===== config.mk =====
export PLATFORM = sky130hd
export DESIGN_NAME = calendar_clock_with_alarm_top
export DESIGN_NICKNAME = d
export VERILOG_FILES = /design/src/hdl/rtcc_pkg.sv /design/src/hdl/rtcc_leap.sv /design/src/hdl/rtcc_next.sv /design/src/hdl/calendar_clock_with_alarm_top.sv
export SDC_FILE = /design/constraint.sdc
export NUM_CORES = 1
export LEC_CHECK = 0
export ABC_AREA = 1
export BUFFER_PORTS_ARGS = -buffer_cell sky130_fd_sc_hd__buf_2
export CAP_MARGIN = 20
export CORE_ASPECT_RATIO = 1.75
export CORE_MARGIN = 2
export CORE_UTILIZATION = 56
export DETAILED_ROUTE_END_ITERATION = 8
export HOLD_SLACK_MARGIN = 0.02
export PLACE_DENSITY = 0.79
export SYNTH_ARGS = -nofsm -noshare
export SYNTH_HDL_FRONTEND = slang
export SYNTH_HIERARCHICAL = 1
export SYNTH_SLANG_ARGS = --single-unit

===== constraint.sdc =====
create_clock -name clk -period 8.6 [get_ports clk]
set_input_delay 1.29 -clock clk [delete_from_list [all_inputs] [get_ports clk]]
set_output_delay 1.29 -clock clk [all_outputs]
set_load 0.02 [all_outputs]

===== src/hdl/rtcc_pkg.sv =====
`default_nettype none
package rtcc_pkg;

	localparam logic OP_TICK = 1'b0;
	localparam logic OP_LOAD = 1'b1;

	localparam logic [1:0] REG_TICKS_PER_SECOND = 2'd0;
	localparam logic [1:0] REG_ALARM_HOUR       = 2'd1;
	localparam logic [1:0] REG_ALARM_MINUTE     = 2'd2;
	localparam logic [1:0] REG_ALARM_SECOND     = 2'd3;

	localparam logic [7:0]  RST_TICKS_PER_SECOND = 8'd20;
	localparam logic [4:0]  RST_ALARM_HOUR       = 5'd12;
	localparam logic [5:0]  RST_ALARM_MINUTE     = 6'd56;
	localparam logic [5:0]  RST_ALARM_SECOND     = 6'd13;

	localparam logic [7:0]  RST_TICK    = 8'd0;
	localparam logic [5:0]  RST_SECOND  = 6'd49;
	localparam logic [5:0]  RST_MINUTE  = 6'd59;
	localparam logic [4:0]  RST_HOUR    = 5'd23;
	localparam logic [4:0]  RST_DAY     = 5'd14;
	localparam logic [3:0]  RST_MONTH   = 4'd5;
	localparam logic [13:0] RST_YEAR    = 14'd2008;
	localparam logic [2:0]  RST_WEEKDAY = 3'd3;

	localparam logic [5:0]  MAX_SECOND  = 6'd59;
	localparam logic [5:0]  MAX_MINUTE  = 6'd59;
	localparam logic [4:0]  MAX_HOUR    = 5'd23;
	localparam logic [3:0]  MAX_MONTH   = 4'd12;
	localparam logic [13:0] MAX_YEAR    = 14'd9999;
	localparam logic [2:0]  MAX_WEEKDAY = 3'd7;
	localparam logic [5:0]  ALARM_SEC_LIMIT = 6'd30;

	// reciprocal of 100 scaled by 2^19, exact for all 14-bit years
	localparam logic [12:0] RECIP_100 = 13'd5243;
	localparam int          RECIP_SHIFT = 19;

	typedef struct packed {
		logic [7:0]  tick;
		logic [5:0]  sec;
		logic [5:0]  min;
		logic [4:0]  hour;
		logic [4:0]  day;
		logic [3:0]  month;
		logic [13:0] year;
		logic [2:0]  wday;
	} clock_state_t;

	typedef struct packed {
		logic [5:0]  sec;
		logic [5:0]  min;
		logic [4:0]  hour;
		logic [4:0]  day;
		logic [3:0]  month;
		logic [13:0] year;
		logic [2:0]  wday;
	} load_t;

	typedef struct packed {
		logic [7:0] ticks_per_second;
		logic [4:0] alarm_hour;
		logic [5:0] alarm_minute;
		logic [5:0] alarm_second;
	} cfg_t;

	function automatic logic [4:0] month_days(input logic [3:0] month, input logic leap);
		logic [4:0] d;
		begin
			case (month)
				4'd2:    d = leap ? 5'd29 : 5'd28;
				4'd4:    d = 5'd30;
				4'd6:    d = 5'd30;
				4'd9:    d = 5'd30;
				4'd11:   d = 5'd30;
				default: d = 5'd31;
			endcase
			return d;
		end
	endfunction

endpackage
`default_nettype wire


===== src/hdl/rtcc_leap.sv =====
`default_nettype none
module rtcc_leap (
	input  wire logic [13:0] year,
	output logic             leap
);
	import rtcc_pkg::*;

	logic [26:0] prod;
	logic [7:0]  cent_q;
	logic [13:0] cent_x100;
	logic        is_century;

	// year / 100 by reciprocal, then check the remainder is zero by rebuilding
	assign prod = {13'd0, year} * {14'd0, RECIP_100};
	assign cent_q = prod[RECIP_SHIFT +: 8];
	assign cent_x100 = {cent_q[7:0], 6'd0} + {1'b0, cent_q[7:0], 5'd0}
		+ {4'd0, cent_q[7:0], 2'd0};
	assign is_century = (cent_x100 == year);
	assign leap = is_century ? (cent_q[1:0] == 2'd0) : (year[1:0] == 2'd0);

endmodule
`default_nettype wire


===== src/hdl/rtcc_next.sv =====
`default_nettype none
module rtcc_next (
	input  wire rtcc_pkg::clock_state_t cur,
	input  wire logic                   op,
	input  wire rtcc_pkg::load_t        ld,
	input  wire rtcc_pkg::cfg_t         cfg,
	output rtcc_pkg::clock_state_t      nxt,
	output logic                        chime,
	output logic                        alarm
);
	import rtcc_pkg::*;

	logic       leap;
	logic [8:0] tick_inc;
	logic [5:0] day_inc;
	logic [4:0] dim;

	rtcc_leap u_leap (
		.year (cur.year),
		.leap (leap)
	);

	assign tick_inc = {1'b0, cur.tick} + 9'd1;
	assign day_inc = {1'b0, cur.day} + 6'd1;
	assign dim = month_days(cur.month, leap);

	always_comb begin
		nxt = cur;
		if (op == OP_LOAD) begin
			nxt.hour = (ld.hour > MAX_HOUR) ? MAX_HOUR : ld.hour;
			nxt.min = (ld.min > MAX_MINUTE) ? MAX_MINUTE : ld.min;
			nxt.sec = (ld.sec > MAX_SECOND) ? MAX_SECOND : ld.sec;
			nxt.year = (ld.year > MAX_YEAR) ? MAX_YEAR : ld.year;
			if (ld.month == 4'd0)
				nxt.month = 4'd1;
			else if (ld.month > MAX_MONTH)
				nxt.month = MAX_MONTH;
			else
				nxt.month = ld.month;
			nxt.day = (ld.day == 5'd0) ? 5'd1 : ld.day;
			nxt.wday = (ld.wday == 3'd0) ? 3'd1 : ld.wday;
		end else if (tick_inc >= {1'b0, cfg.ticks_per_second}) begin
			nxt.tick = 8'd0;
			if (cur.sec != MAX_SECOND) begin
				nxt.sec = cur.sec + 6'd1;
			end else begin
				nxt.sec = 6'd0;
				if (cur.min != MAX_MINUTE) begin
					nxt.min = cur.min + 6'd1;
				end else begin
					nxt.min = 6'd0;
					if (cur.hour != MAX_HOUR) begin
						nxt.hour = cur.hour + 5'd1;
					end else begin
						nxt.hour = 5'd0;
						nxt.wday = (cur.wday == MAX_WEEKDAY) ? 3'd1 : cur.wday + 3'd1;
						// a loaded day past the month end also rolls over here
						if (day_inc > {1'b0, dim}) begin
							nxt.day = 5'd1;
							if (cur.month == MAX_MONTH) begin
								nxt.month = 4'd1;
								nxt.year = (cur.year == MAX_YEAR) ? 14'd0 : cur.year + 14'd1;
							end else begin
								nxt.month = cur.month + 4'd1;
							end
						end else begin
							nxt.day = day_inc[4:0];
						end
					end
				end
			end
		end else begin
			nxt.tick = tick_inc[7:0];
		end
	end

	assign chime = (nxt.min == MAX_MINUTE) && ((nxt.sec == 6'd53) || (nxt.sec == 6'd55)
		|| (nxt.sec == 6'd57) || (nxt.sec == MAX_SECOND));

	assign alarm = (nxt.hour == cfg.alarm_hour) && (nxt.min == cfg.alarm_minute)
		&& (nxt.sec == cfg.alarm_second) && !nxt.sec[0] && (nxt.sec < ALARM_SEC_LIMIT);

endmodule
`default_nettype wire


===== src/hdl/calendar_clock_with_alarm_top.sv =====
// real-time clock and calendar with hourly chime and alarm compare
// input channel (in_valid/in_ready): op selects a timer tick or a load of
// time and date from the load_* fields; every request gives one result
// output channel (out_valid/out_ready): time and date after the request,
// plus chime and alarm flags computed from that new time
// the result is valid in the cycle after the request is accepted
// throughput: one request per cycle while results drain; the next state
// is computed in one pass from the clock registers, the only feedback loop
// the output register decouples the sides: a new request is taken while a
// result waits, as long as that result leaves in the same cycle; while the
// receiver stalls, in_ready drops and the held result stays unchanged
// configuration: cfg_wr_en writes cfg_data into register cfg_index
// (0 ticks per second, 1 alarm hour, 2 alarm minute, 3 alarm second)
// reset: time 23:59:49, 2008-05-14, weekday 3, tick counter 0,
// 20 ticks per second, alarm 12:56:13, no result pending
`default_nettype none
module calendar_clock_with_alarm_top (
	input  wire logic        clk,
	input  wire logic        arst_n,
	input  wire logic        cfg_wr_en,
	input  wire logic [1:0]  cfg_index,
	input  wire logic [7:0]  cfg_data,
	input  wire logic        in_valid,
	output logic             in_ready,
	input  wire logic        op,
	input  wire logic [4:0]  load_hour,
	input  wire logic [5:0]  load_minute,
	input  wire logic [5:0]  load_second,
	input  wire logic [13:0] load_year,
	input  wire logic [3:0]  load_month,
	input  wire logic [4:0]  load_day,
	input  wire logic [2:0]  load_weekday,
	output logic             out_valid,
	input  wire logic        out_ready,
	output logic [4:0]       cur_hour,
	output logic [5:0]       cur_minute,
	output logic [5:0]       cur_second,
	output logic [13:0]      cur_year,
	output logic [3:0]       cur_month,
	output logic [4:0]       cur_day,
	output logic [2:0]       cur_weekday,
	output logic             chime,
	output logic             alarm
);
	import rtcc_pkg::*;

	cfg_t         cfg_q;
	clock_state_t state_q;
	clock_state_t state_nxt;
	load_t        ld;
	logic         chime_nxt;
	logic         alarm_nxt;
	logic         out_valid_q;
	logic         in_fire;

	assign ld = '{sec: load_second, min: load_minute, hour: load_hour, day: load_day,
		month: load_month, year: load_year, wday: load_weekday};

	assign in_ready = !out_valid_q || out_ready;
	assign in_fire = in_valid && in_ready;

	rtcc_next u_next (
		.cur   (state_q),
		.op    (op),
		.ld    (ld),
		.cfg   (cfg_q),
		.nxt   (state_nxt),
		.chime (chime_nxt),
		.alarm (alarm_nxt)
	);

	always_ff @(posedge clk or negedge arst_n) begin
		if (!arst_n) begin
			cfg_q.ticks_per_second <= RST_TICKS_PER_SECOND;
			cfg_q.alarm_hour <= RST_ALARM_HOUR;
			cfg_q.alarm_minute <= RST_ALARM_MINUTE;
			cfg_q.alarm_second <= RST_ALARM_SECOND;
		end else if (cfg_wr_en) begin
			unique case (cfg_index)
				REG_TICKS_PER_SECOND: cfg_q.ticks_per_second <= cfg_data;
				REG_ALARM_HOUR:       cfg_q.alarm_hour <= cfg_data[4:0];
				REG_ALARM_MINUTE:     cfg_q.alarm_minute <= cfg_data[5:0];
				REG_ALARM_SECOND:     cfg_q.alarm_second <= cfg_data[5:0];
			endcase
		end
	end

	always_ff @(posedge clk or negedge arst_n) begin
		if (!arst_n) begin
			state_q <= '{tick: RST_TICK, sec: RST_SECOND, min: RST_MINUTE, hour: RST_HOUR,
				day: RST_DAY, month: RST_MONTH, year: RST_YEAR, wday: RST_WEEKDAY};
			out_valid_q <= 1'b0;
		end else begin
			if (in_fire)
				state_q <= state_nxt;
			if (in_fire)
				out_valid_q <= 1'b1;
			else if (out_ready)
				out_valid_q <= 1'b0;
		end
	end

	// result payload, loaded only with a request
	always_ff @(posedge clk) begin
		if (in_fire) begin
			cur_hour <= state_nxt.hour;
			cur_minute <= state_nxt.min;
			cur_second <= state_nxt.sec;
			cur_year <= state_nxt.year;
			cur_month <= state_nxt.month;
			cur_day <= state_nxt.day;
			cur_weekday <= state_nxt.wday;
			chime <= chime_nxt;
			alarm <= alarm_nxt;
		end
	end

	assign out_valid = out_valid_q;

	a_fire_gives_result: assert property (@(posedge clk) disable iff (!arst_n)
		in_fire |=> out_valid_q)
		else $error("accepted request did not produce a result");

	a_result_matches_state: assert property (@(posedge clk) disable iff (!arst_n)
		in_fire |=> (cur_second == state_q.sec) && (cur_minute == state_q.min)
			&& (cur_day == state_q.day))
		else $error("result differs from clock state");

	a_month_range: assert property (@(posedge clk) disable iff (!arst_n)
		(state_q.month != 4'd0) && (state_q.month <= MAX_MONTH)
			&& (state_q.wday != 3'd0) && (state_q.hour <= MAX_HOUR))
		else $error("clock state out of range");

	a_chime_minute: assert property (@(posedge clk) disable iff (!arst_n)
		out_valid_q && chime |-> (cur_minute == MAX_MINUTE) && cur_second[0])
		else $error("chime outside last minute of hour");

endmodule
`default_nettype wire


### Yosys cells after proc, flatten, opt, wreduce, memory -nomap -nowiden

Cells that the tools add are included.

* div/mod/pow operators: 0
* shift-type cells: 0
* reductions and logical operators: 25
* multipliers: 1
* bitwise logic cells: 1
* $lt $le $gt $ge: 8
* add/sub/neg operators: 10
* equality and inequality tests: 23
* mux-type cells: 28

Operators with widths (number)
* 43-bit two-way mux: 2
* 14-bit two-way mux: 3
* 37-bit two-way mux: 1
* 31-bit two-way mux: 1
* 6-bit equality test, second input constant: 5
* 14-bit by 13-bit multiplier with 27-bit output, second input constant: 1
* 26-bit two-way mux: 1
* 6-bit two-way mux: 4
* 5-bit two-way mux: 4
* 18-bit two-way mux: 1
* 14-bit by 1-bit adder with 14-bit output, second input constant: 1
* 14-bit by 10-bit adder with 14-bit output: 1
* 14-bit by 13-bit adder with 14-bit output: 1
* 14-bit equality test: 1
* 14-bit equality test, second input constant: 1
* 14-bit > comparator, second input constant: 1
* 6-bit by 1-bit adder with 6-bit output, second input constant: 2
* 4-bit equality test, second input constant: 3
* 6-bit equality test: 2
* 6-bit > comparator, second input constant: 2
* 4-bit two-way mux: 3
* 6-bit inequality test, second input constant: 2
* 5-bit one-hot mux with 2 select lines: 1
* 2-bit AND reduction: 5
* 30 further kinds: 47

* output and inout port bits: 47
* memory bits (writable): 0
* memories kept: 0
* bits in registers: 122
* input port bits: 59
* bits in latches: 0
* bits in read-only memories: 0

### Longest topological paths before layout

Gate-level depths: netlist of run 1.

* depth after elaboration: 19
* mapped depth: 53
* mapped depth without buffers: 53

### By module

The synthesis of run 1 kept the hierarchy.

Modules (own cells, without submodules)
* calendar_clock_with_alarm_top: cells each 383, sequential area each 3323.2 um^2, area an instance 4519.3 um^2, times used 1
* rtcc_leap: cells each 518, sequential area each 0.0 um^2, area an instance 4275.4 um^2, times used 1
* rtcc_next: cells each 593, sequential area each 0.0 um^2, area an instance 3017.9 um^2, times used 1

### Least setup slack after synthesis of run 1

No wires, ideal clock.

* path kind: reg2reg
* start: register state_q[14] (netlist bit)
* end: register cur_year[5], data pin
* clock period less this slack: 8.056 ns
* setup slack: 0.544 ns
* data required time: 8.336 ns
* stages on the path, launching flop included: 44
* library setup time: 0.264 ns
* arrival: 7.792 ns
* cells stage by stage: dfrtp_1 fa_1 ha_1 inv_1 fa_1 inv_1 fa_1 inv_1 fa_1 inv_1 ha_1 a21oi_1 o21ai_0 a21oi_1 nand3_2 nand3_1 nand2_2 xor2_2 (+8 left out) nand2_1 nor3_1 nand4_1 nor2_1 a21oi_1 inv_1 a21oi_1 ha_1 a21oi_1 o211ai_1 o22ai_2 nand4_2 inv_1 nand2_1 nand2_1 inv_1 o211ai_1 nand2_1

RTL lines
* start: declaration: RTL line calendar_clock_with_alarm_top.sv:48 `clock_state_t state_q;`
* start signal: assignment: RTL line calendar_clock_with_alarm_top.sv:90 `state_q <= '{tick: RST_TICK, sec: RST_SECOND, min: RST_MINUTE, hour: RST_HOUR,`
* start signal: assignment: RTL line calendar_clock_with_alarm_top.sv:95 `state_q <= state_nxt;`
* end signal: assignment: RTL line calendar_clock_with_alarm_top.sv:109 `cur_year <= state_nxt.year;`
* end: declaration: RTL line calendar_clock_with_alarm_top.sv:38 `output logic [13:0] cur_year,`

==> metrics.txt, run 1 <==
final core utilization 69.5%; minimum clock period 8720 ps; H-tree depth 4; Mapped Cells 1,494; initial core utilization between 50% and 60%; top cell type by total area after synthesis ha_1; Synth top area share between 10 and 15%; Async SR Flop Fraction 63.1%; final setup vio count 23; Placed Cells ~1,900; failing checks setup timing; CP Max Fanout 4; Slowest Stage Delay on Critical Path 600 ps; part of the cycle the worst path needs 101%; clock latency on the worst-skew pair between 400 and 500 ps; unrepaired setup endpoints after global routing true; Critical-path top delay cell dfstp_2; die area 22,300 sq um; FILL cells 1,611; Reg2Reg Capture Point state_q[7]; CP Launch Type flop; status finished, violations left; clock root cell clkbuf_16; Max-slew headroom 41.0%; reg2reg start state_q[13]; Area contributors post-synth ha_1, nand2_1, fa_1; num ports 106; type of the worst setup path flop to flop; Worst-Margin Slew around 900 ps; mapped cell area 11,800 sq um; Avg WL per Cell 19.3 microns; total global routing overflow 0; CORE AREA 20,800 sq um; max-cap viol count 0; r2r setup slk -120 ps; ys flop type edfxtp_1; clk buf depth 2; Nets 1,933; initial antenna violation count 2; Placer Congestion slightly below 1; hold_buf cts 0; Crit. Startpoint state_q[13]; Final ANT Viol Nets 0; Ys Warns 6; Detailed Place HPWL ~26 mm; worst setup path endpoint state_q[7]; Mapped Nets ~1,800; Worst Skew 7.39 ps; Num CTS Buffers 17; Final Non-Filler Cells 1,942; Worst Setup End Kind flop; Final Max Tran Viols 0; total global-route track usage 32.2%; syn avg cell area a little under 8 sq um; class of the worst hold path flop to flop; routed wire length 37.4 mm; Seq cells post-synth 122; DR DRC count 0; Fmax approximately 110 MHz; Commonest cells post-synth nand2_1, inv_1, nand3_1; Final Hold Viols 0; vias per std cell 5.79; Yosys cell types 55; register area share after synthesis between 20% and 30%; final worst slack -117 ps; number of flops mapped to enable cells by yosys between 40 and 50; Pre-antenna DRT Iters 7; Worst Path Required 8950 ps; die height roughly 200 microns; TritonCTS clock tree done; P&R area growth vs syn 22.6%; DRT iter0 DRCs 809; vias in the first global route 11,300; largest net degree at the start of global routing 55; Vias 11,200; Clock Sink Count 122; layout cells sized above 1 between 20% and 30%; R2R depth 46; first-pass GRT wire length 55.4 mm; Port Buffers 105; row cnt 70; Worst-path clk slew 50 ps; most used standard cell by instance count after synthesis nand2_1; Die W 114 microns; Worst Path Arrival 9070 ps
-- registers in the layout (all words and copies together), names as in the netlist --
name         flops
cur_second       6
alarm            1
cur_day          5
cur_weekday      3
chime            1
cur_year        14
cfg_q           25
cur_hour         5
cur_minute       6
out_valid        1
state_q         51
cur_month        4
-- area by class of cell --
| type | instances | area [sq um] | share of cell area [%] |
|---|---|---|---|
| Multi-Input combinational cell | 1080 | 7980 | 55.1 |
| Sequential cell | 122 | 3330 | 23.0 |
| Timing Repair Buffer | 198 | 1350 | 9.35 |
| Inverter | 256 | 963 | 6.65 |
| Clock buffer | 23 | 468 | 3.23 |
| Tap cell | 252 | 315 | 2.18 |
| Clock inverter | 9 | 73.8 | 0.510 |
| Antenna cell | 2 | 5.00 | 0.0345 |
-- cell families (layout without fill, tap and decap cells) --
family	Yosys count	in the layout	share of synthesized area (%)
AND/OR/NAND/NOR	715	715	27.5
buffers and inverters	292	486	9.87
adder cells (fa/ha/maj)	199	199	25.4
AO/OA/AOI/OAI	139	139	7.02
flip-flops	122	122	28.1
XOR/XNOR	27	27	2.07
other	0	2	0
-- worst max-delay path, delay by kind of cell (launching register included) --
kind                     cells  cell delay (ps)
AND/OR/NAND/NOR             20             2280
flip-flops                   1              600
buffers and inverters        8              500
adder cells (fa/ha/maj)     10             4130
AO/OA/AOI/OAI                5              600
XOR/XNOR                     3              520
-- placed cells by master (no fill, tap or decap), types with 6 or more instances in the layout --
master	Yosys	routed
nand2_1	391	370
inv_1	246	228
nand3_1	163	155
ha_1	131	112
buf_2	15	104
buf_4	9	74
fa_1	68	63
nor2_1	62	58
edfxtp_1	45	45
nand4_1	41	41
dfrtp_1	41	38
dfstp_2	36	36
o21ai_0	48	31
a21oi_1	43	30
inv_2	8	26
nand2_2	8	21
o21ai_2	7	17
clkbuf_16	0	17
xor2_1	19	16
ha_4	0	15
buf_6	2	14
a21oi_2	1	13
nand3_2	5	11
nor3_1	13	11
nand2_4	3	11
o211ai_1	11	11
o21ai_1	5	10
nor2_4	3	7
buf_12	0	6
or2_2	6	6
-- per-layer routing --
metal | up-vias | wire length, microns | GRT usage, %
li1 | 5225 | - | -
met1 | 5332 | 12700 | 31.3
met2 | 506 | 19900 | 61.0
met3 | 185 | 1730 | 4.32
met4 | 0 | 3120 | 23.0
met5 | - | 0 | 0
-- per-stage QoR --
| step | hold slack, ps | TNS, ps | area (sq um) | setup slack [ps] |
|---|---|---|---|---|
| detailed placement | 453 | -1410 | 12800 | -153 |
| global placement | 454 | -22.5 | 12800 | -22.5 |
| floorplan | 442 | 0 | 11800 | 544 |
| global route | 487 | -14980 | 14500 | -499 |
| finish | 459 | -1080 | 14500 | -117 |
| CTS | 461 | 0 | 13600 | 8.20 |
-- worst min-delay path by stage --
stage / startpoint / to / slack, ps / cells past startpoint
after floorplan: cfg_q[16] / cfg_q[16] / 440 / 2
after global placement: cfg_q[19] / cfg_q[19] / 450 / 2
after detailed placement: cfg_q[21] / cfg_q[21] / 450 / 2
after CTS: cfg_q[21] / cfg_q[21] / 460 / 2
after global routing: cfg_q[10] / cfg_q[10] / 490 / 2
final: cfg_q[21] / cfg_q[21] / 460 / 2
-- timing repair --
action | in CTS | in global routing
pin swaps | 17 | 87
cloned | 0 | 0
gates resized for setup | 29 | 145
setup endpoints to repair | 31 | 46
setup buffers | 17 | 31
Power of run 1 is not shown: default switching activity piles up to over one toggle a cycle in this logic, so the estimate is an artifact.
==> inputs of run 2 (changes only) <==
- CORE_MARGIN: 2 -> unset
- SETUP_SLACK_MARGIN: unset -> 0.05
==> metrics.txt, run 2 (synthesized netlist as in run 1, its figures left out) <==
crit path buf inv count 10 (+2); largest net degree at the start of global routing 54 (-1.8%); DRT iter0 DRCs 803 (-0.74%); die area 21,700 sq um (-2.8%); most frequent cells in the layout nand2_1, inv_1, nand3_1; hold_buf cts 0 (unchanged); DR DRC count 4 (+4); Placer Congestion 1.00 (+2.2%); minimum clock period 8680 ps (-38.7 ps); biggest regs state_q (51), cfg_q (25), cur_year (14); Worst Path Required 8960 ps (about the same); Ant. Diodes 0 (-2); Met2 Routed Length 19.6 mm (-1.5%); P&R area growth vs syn 20.4%; r2r setup slk -80 ps (+40 ps); max-cap viol count 0 (unchanged); max FFs per register 51 (unchanged); unrepaired setup endpoints after global routing true; initial core utilization 56.9% (+0.24 points); final setup vio count 13 (-43%); CORE AREA 20,800 sq um (-0.42%); vias per std cell 5.75 (-0.77%); Final ANT Viol Nets 0 (unchanged); num ports 106 (unchanged); Nets 1,915 (-0.93%); routed wire length 36.2 mm (-3.3%); Worst-Margin Slew 846 ps (-35.6 ps); clock latency on the worst-skew pair 420 ps (about the same); most frequent CP cell fa_1; part of the cycle the worst path needs 101% (-0.45 points); row cnt 70 (unchanged); Pre-antenna DRT Iters 8 (+1); Critical-path top delay cell dfstp_2; vias in the first global route 11,000 (-2.1%); Worst-path clk slew 60 ps (about the same); Final Hold Viols 0 (unchanged); CP top delay family adder cells; total global-route track usage 33.0% (+0.70 points); Avg WL per Cell 18.8 microns (-2.2%); Area after DPL 12,700 sq um (-0.29%); H-tree depth 4 (unchanged); top routing layer used met5; Slowest Stage Delay on Critical Path 620 ps (+20 ps); layout cells sized above 1 23.0% (-2.9 points); die height 194 microns (-1.0%); final worst slack -78.1 ps (+38.7 ps); Vias 11,000 (-1.8%); Max-slew headroom 43.4% (+2.4 points); class of the worst hold path flop to flop; Fmax 115 MHz (+0.45%); failing checks DRC, setup timing; Die W 112 microns (-1.8%); Worst Setup End Kind flop; Worst Skew 8.39 ps (+0.992 ps); status finished, violations left; TritonCTS clock tree done; total global routing overflow 0 (unchanged); Clock Sink Count 122 (unchanged); routed wl met3 1.61 mm (-7.1%); type of the worst setup path flop to flop; CP Launch Type flop; Port Buffers 105 (unchanged); Final Max Tran Viols 0 (unchanged); Worst Path Arrival 9040 ps (-30 ps); design area 14,200 sq um (-1.8%); initial antenna violation count 1 (-1); clock root cell clkbuf_16; most common cell after layout, fill and taps aside nand2_1; Num CTS Buffers 17 (unchanged); clk buf depth 2 (unchanged); DP Worst Slack -201 ps (-47.8 ps); Top reg by flops state_q; Detailed Place HPWL 26.6 mm (+0.38%); CP Max Fanout 6 (+2); first-pass GRT wire length 54.6 mm (-1.4%); M1 wire length 12.0 mm (-5.7%); FILL cells 1,647 (+2.2%)
-- run 2: cell types whose count changed in the layout (fill, tap and decap cells not counted), sizes merged --
cell,before,now
buf,198,180
clkinvlp,1,2
clkbuf,23,22
diode,2,0
bufinv,1,6
clkinv,8,3
-- run 2: tightest hold or removal path, delay by kind of cell (launching register included) --
kind	cells	cell delay, ps
DFF	1	370
and+or+nand+nor	2	100
-- run 2: area by class of cell --
class | count | area (sq um) | area share [%]
Inverter | 256 | 963 | 6.78
Sequential cell | 122 | 3330 | 23.4
Clock inverter | 10 | 209 | 1.47
Multi-Input combinational cell | 1080 | 7740 | 54.4
Tap cell | 252 | 315 | 2.22
Timing Repair Buffer | 180 | 1170 | 8.24
Clock buffer | 22 | 495 | 3.48
-- run 2: worst paths after layout --
path,start,end,cells after the start
setup / recovery,state_q[13],state_q[10],45
max in group asynchronous,arst_n,state_q[8],2
min in group asynchronous,arst_n,cfg_q[6],1
hold reg to reg,cfg_q[21],cfg_q[21],2
setup reg to reg,state_q[13],state_q[10],45
hold / removal,cfg_q[21],cfg_q[21],2
-- run 2: timing repair --
item	4_1_cts	5_1_grt
resized for setup	46	64
endpoints found under the setup margin	40	46
pin swaps	28	46
setup buffers	11	23
endpoints found under the hold margin	0	0
-- run 2: stage by stage --
| stage | hold WS [ps] | util (%) | instances | setup TNS, ps |
|---|---|---|---|---|
| 2_1_floorplan | 442 | - | 1494 | 0 |
| 3_3_place_gp | 455 | 61.4 | 1854 | 0 |
| 3_5_place_dp | 458 | 61.4 | 1854 | -1790 |
| 4_1_cts | 468 | 66.3 | 1897 | 0 |
| 5_1_grt | 484 | 68.5 | 1922 | -12270 |
| 6_report | 467 | 68.5 | 1922 | -687 |
-- run 2: layer usage --
layer / global-route usage (%) / vias up
li1: - / 5179
met1: 31.6 / 5216
met2: 62.8 / 486
met3: 3.75 / 163
met4: 25.3 / 2
met5: 0 / -
Power of run 2 is left out for the same reason.
==> inputs of run 3 (changes only) <==
- CORE_ASPECT_RATIO: 1.75 -> unset
==> metrics.txt, run 3 (synthesized netlist as in run 1, its figures left out) <==
max-cap viol count 0 (unchanged); Pre-antenna DRT Iters 6 (-2); initial core utilization 57.8% (+0.91 points); num ports 106 (unchanged); Max-slew headroom 30.8% (-13 points); setup TNS -3370 ps (-2690 ps); biggest regs state_q (51), cfg_q (25), cur_year (14); Top reg by flops state_q; most frequent cells in the layout nand2_1, inv_1, nand3_1; H-tree depth 4 (unchanged); status finished, violations left; CORE AREA 20,400 sq um (-1.6%); P&R area growth vs syn 20.2%; Detailed Place HPWL 22.8 mm (-14%); most common cell after layout, fill and taps aside nand2_1; vias in the first global route 10,600 (-3.9%); part of the cycle the worst path needs 103% (+1.7 points); Fmax 113 MHz (-1.7%); Num CTS Buffers 17 (unchanged); Die W 147 microns (+32%); Port Buffers 105 (unchanged); CP Launch Type flop; Worst-Margin Slew 1040 ps (+191 ps); register area 3330 sq um (about the same); r2r setup slk -230 ps (-150 ps); Ant. Diodes 0 (unchanged); area of the multi-input gates 7820 sq um (+1.0%); clk buf depth 2 (unchanged); Worst Setup End Kind flop; worst setup path endpoint state_q[7]; total global-route track usage 29.6% (-3.3 points); Worst Path Arrival 9190 ps (+150 ps); routed wire length 33.1 mm (-8.6%); Slowest Stage Delay on Critical Path 600 ps (-20 ps); Final Max Tran Viols 0 (unchanged); type of the worst setup path flop to flop; R2R depth 46 (+2.2%); Worst Skew 11.4 ps (+3.04 ps); total global routing overflow 0 (unchanged); layout cells sized above 1 23.6% (+0.63 points); die height 147 microns (-24%); row cnt 52 (-26%); Worst-path clk slew 60 ps (about the same); Nets 1,913 (-0.10%); class of the worst hold path flop to flop; max FFs per register 51 (unchanged); reg2reg start state_q[13]; clock root cell clkbuf_16; initial antenna violation count 0 (-1); FILL cells 1,519 (-7.8%); Placer Congestion 0.960 (-4.3%); Critical-path top delay cell dfstp_2; CP Max Fanout 4 (-2); die area 21,700 sq um (-0.11%); failing checks setup timing; Final ANT Viol Nets 0 (unchanged); TritonCTS clock tree done; Reg2Reg Capture Point state_q[7]; final setup vio count 32 (+19); Clock Sink Count 122 (unchanged); Avg WL per Cell 17.1 microns (-9.4%); Vias 11,100 (+0.47%); Area after DPL 12,700 sq um (-0.41%); hold_buf cts 0 (unchanged); DR DRC count 0 (-4); largest net degree at the start of global routing 78 (+44%); final worst slack -225 ps (-147 ps); Worst Path Required 8960 ps (about the same); unrepaired setup endpoints after global routing true; Final Hold Viols 0 (unchanged); minimum clock period 8830 ps (+147 ps); vias per std cell 5.73 (-0.36%); design area 14,200 sq um (-0.13%); Crit. Startpoint state_q[13]; clock latency on the worst-skew pair 430 ps (about the same); first-pass GRT wire length 51.1 mm (-6.4%); DRT iter0 DRCs 1,067 (+33%)
[run 3: cell types whose count changed in the layout (fill, tap and decap cells not counted), sizes merged]
| cell | previous run | this run |
|---|---|---|
| bufinv | 6 | 2 |
| clkbuf | 22 | 25 |
| buf | 180 | 178 |
| clkinv | 3 | 4 |
[run 3: worst max-delay path: cells and delay by family, from the launching register on]
family          cells  cell delay (ps)
buf+inv             7              590
xor+xnor            3              560
flops               1              600
fa+ha+maj          10             4080
compound gates      5              660
simple gates       21             2240
[run 3: how the worst min path moves through the flow]
stage	end	from	cells after the start
after CTS	cfg_q[19]	cfg_q[19]	2
after detailed placement	cfg_q[19]	cfg_q[19]	2
after global routing	cfg_q[10]	cfg_q[10]	2
final	cfg_q[19]	cfg_q[19]	2
after floorplan	cfg_q[16]	cfg_q[16]	2
after global placement	cfg_q[19]	cfg_q[19]	2
[run 3: repair_timing]
item / in CTS / in global routing
setup buffers: 22 / 22
endpoints found under the setup margin: 36 / 46
gates resized for setup: 54 / 84
pin swaps: 41 / 52
[run 3: per-stage QoR]
| stage | util, % | hold WS, ps | setup WS (ps) | std cells |
|---|---|---|---|---|
| final | 69.5 | 469 | -225 | 1938 |
| after global routing | 69.5 | 486 | -624 | 1938 |
| after CTS | 67.2 | 473 | 29.3 | 1916 |
| after detailed placement | 62.1 | 464 | -206 | 1862 |
| after global placement | 62.1 | 455 | 56.7 | 1862 |
| after floorplan | - | 442 | 544 | 1494 |
[run 3: layout make-up]
class	count	share of cell area, %
Multi-Input combinational cell	1080	55.0
Sequential cell	122	23.4
Clock buffer	25	3.49
Tap cell	270	2.38
Clock inverter	7	0.634
Inverter	256	6.82
Timing Repair Buffer	178	8.22
[run 3: layer usage]
metal | track usage [%] | vias to the layer above | wire length [microns]
met5 | 0 | - | 0
met3 | 5.25 | 105 | 2500
met1 | 38.7 | 5265 | 13300
met4 | 10.5 | 0 | 1060
met2 | 49.4 | 541 | 16200
li1 | - | 5187 | -
Power of run 3 is left out for the same reason.
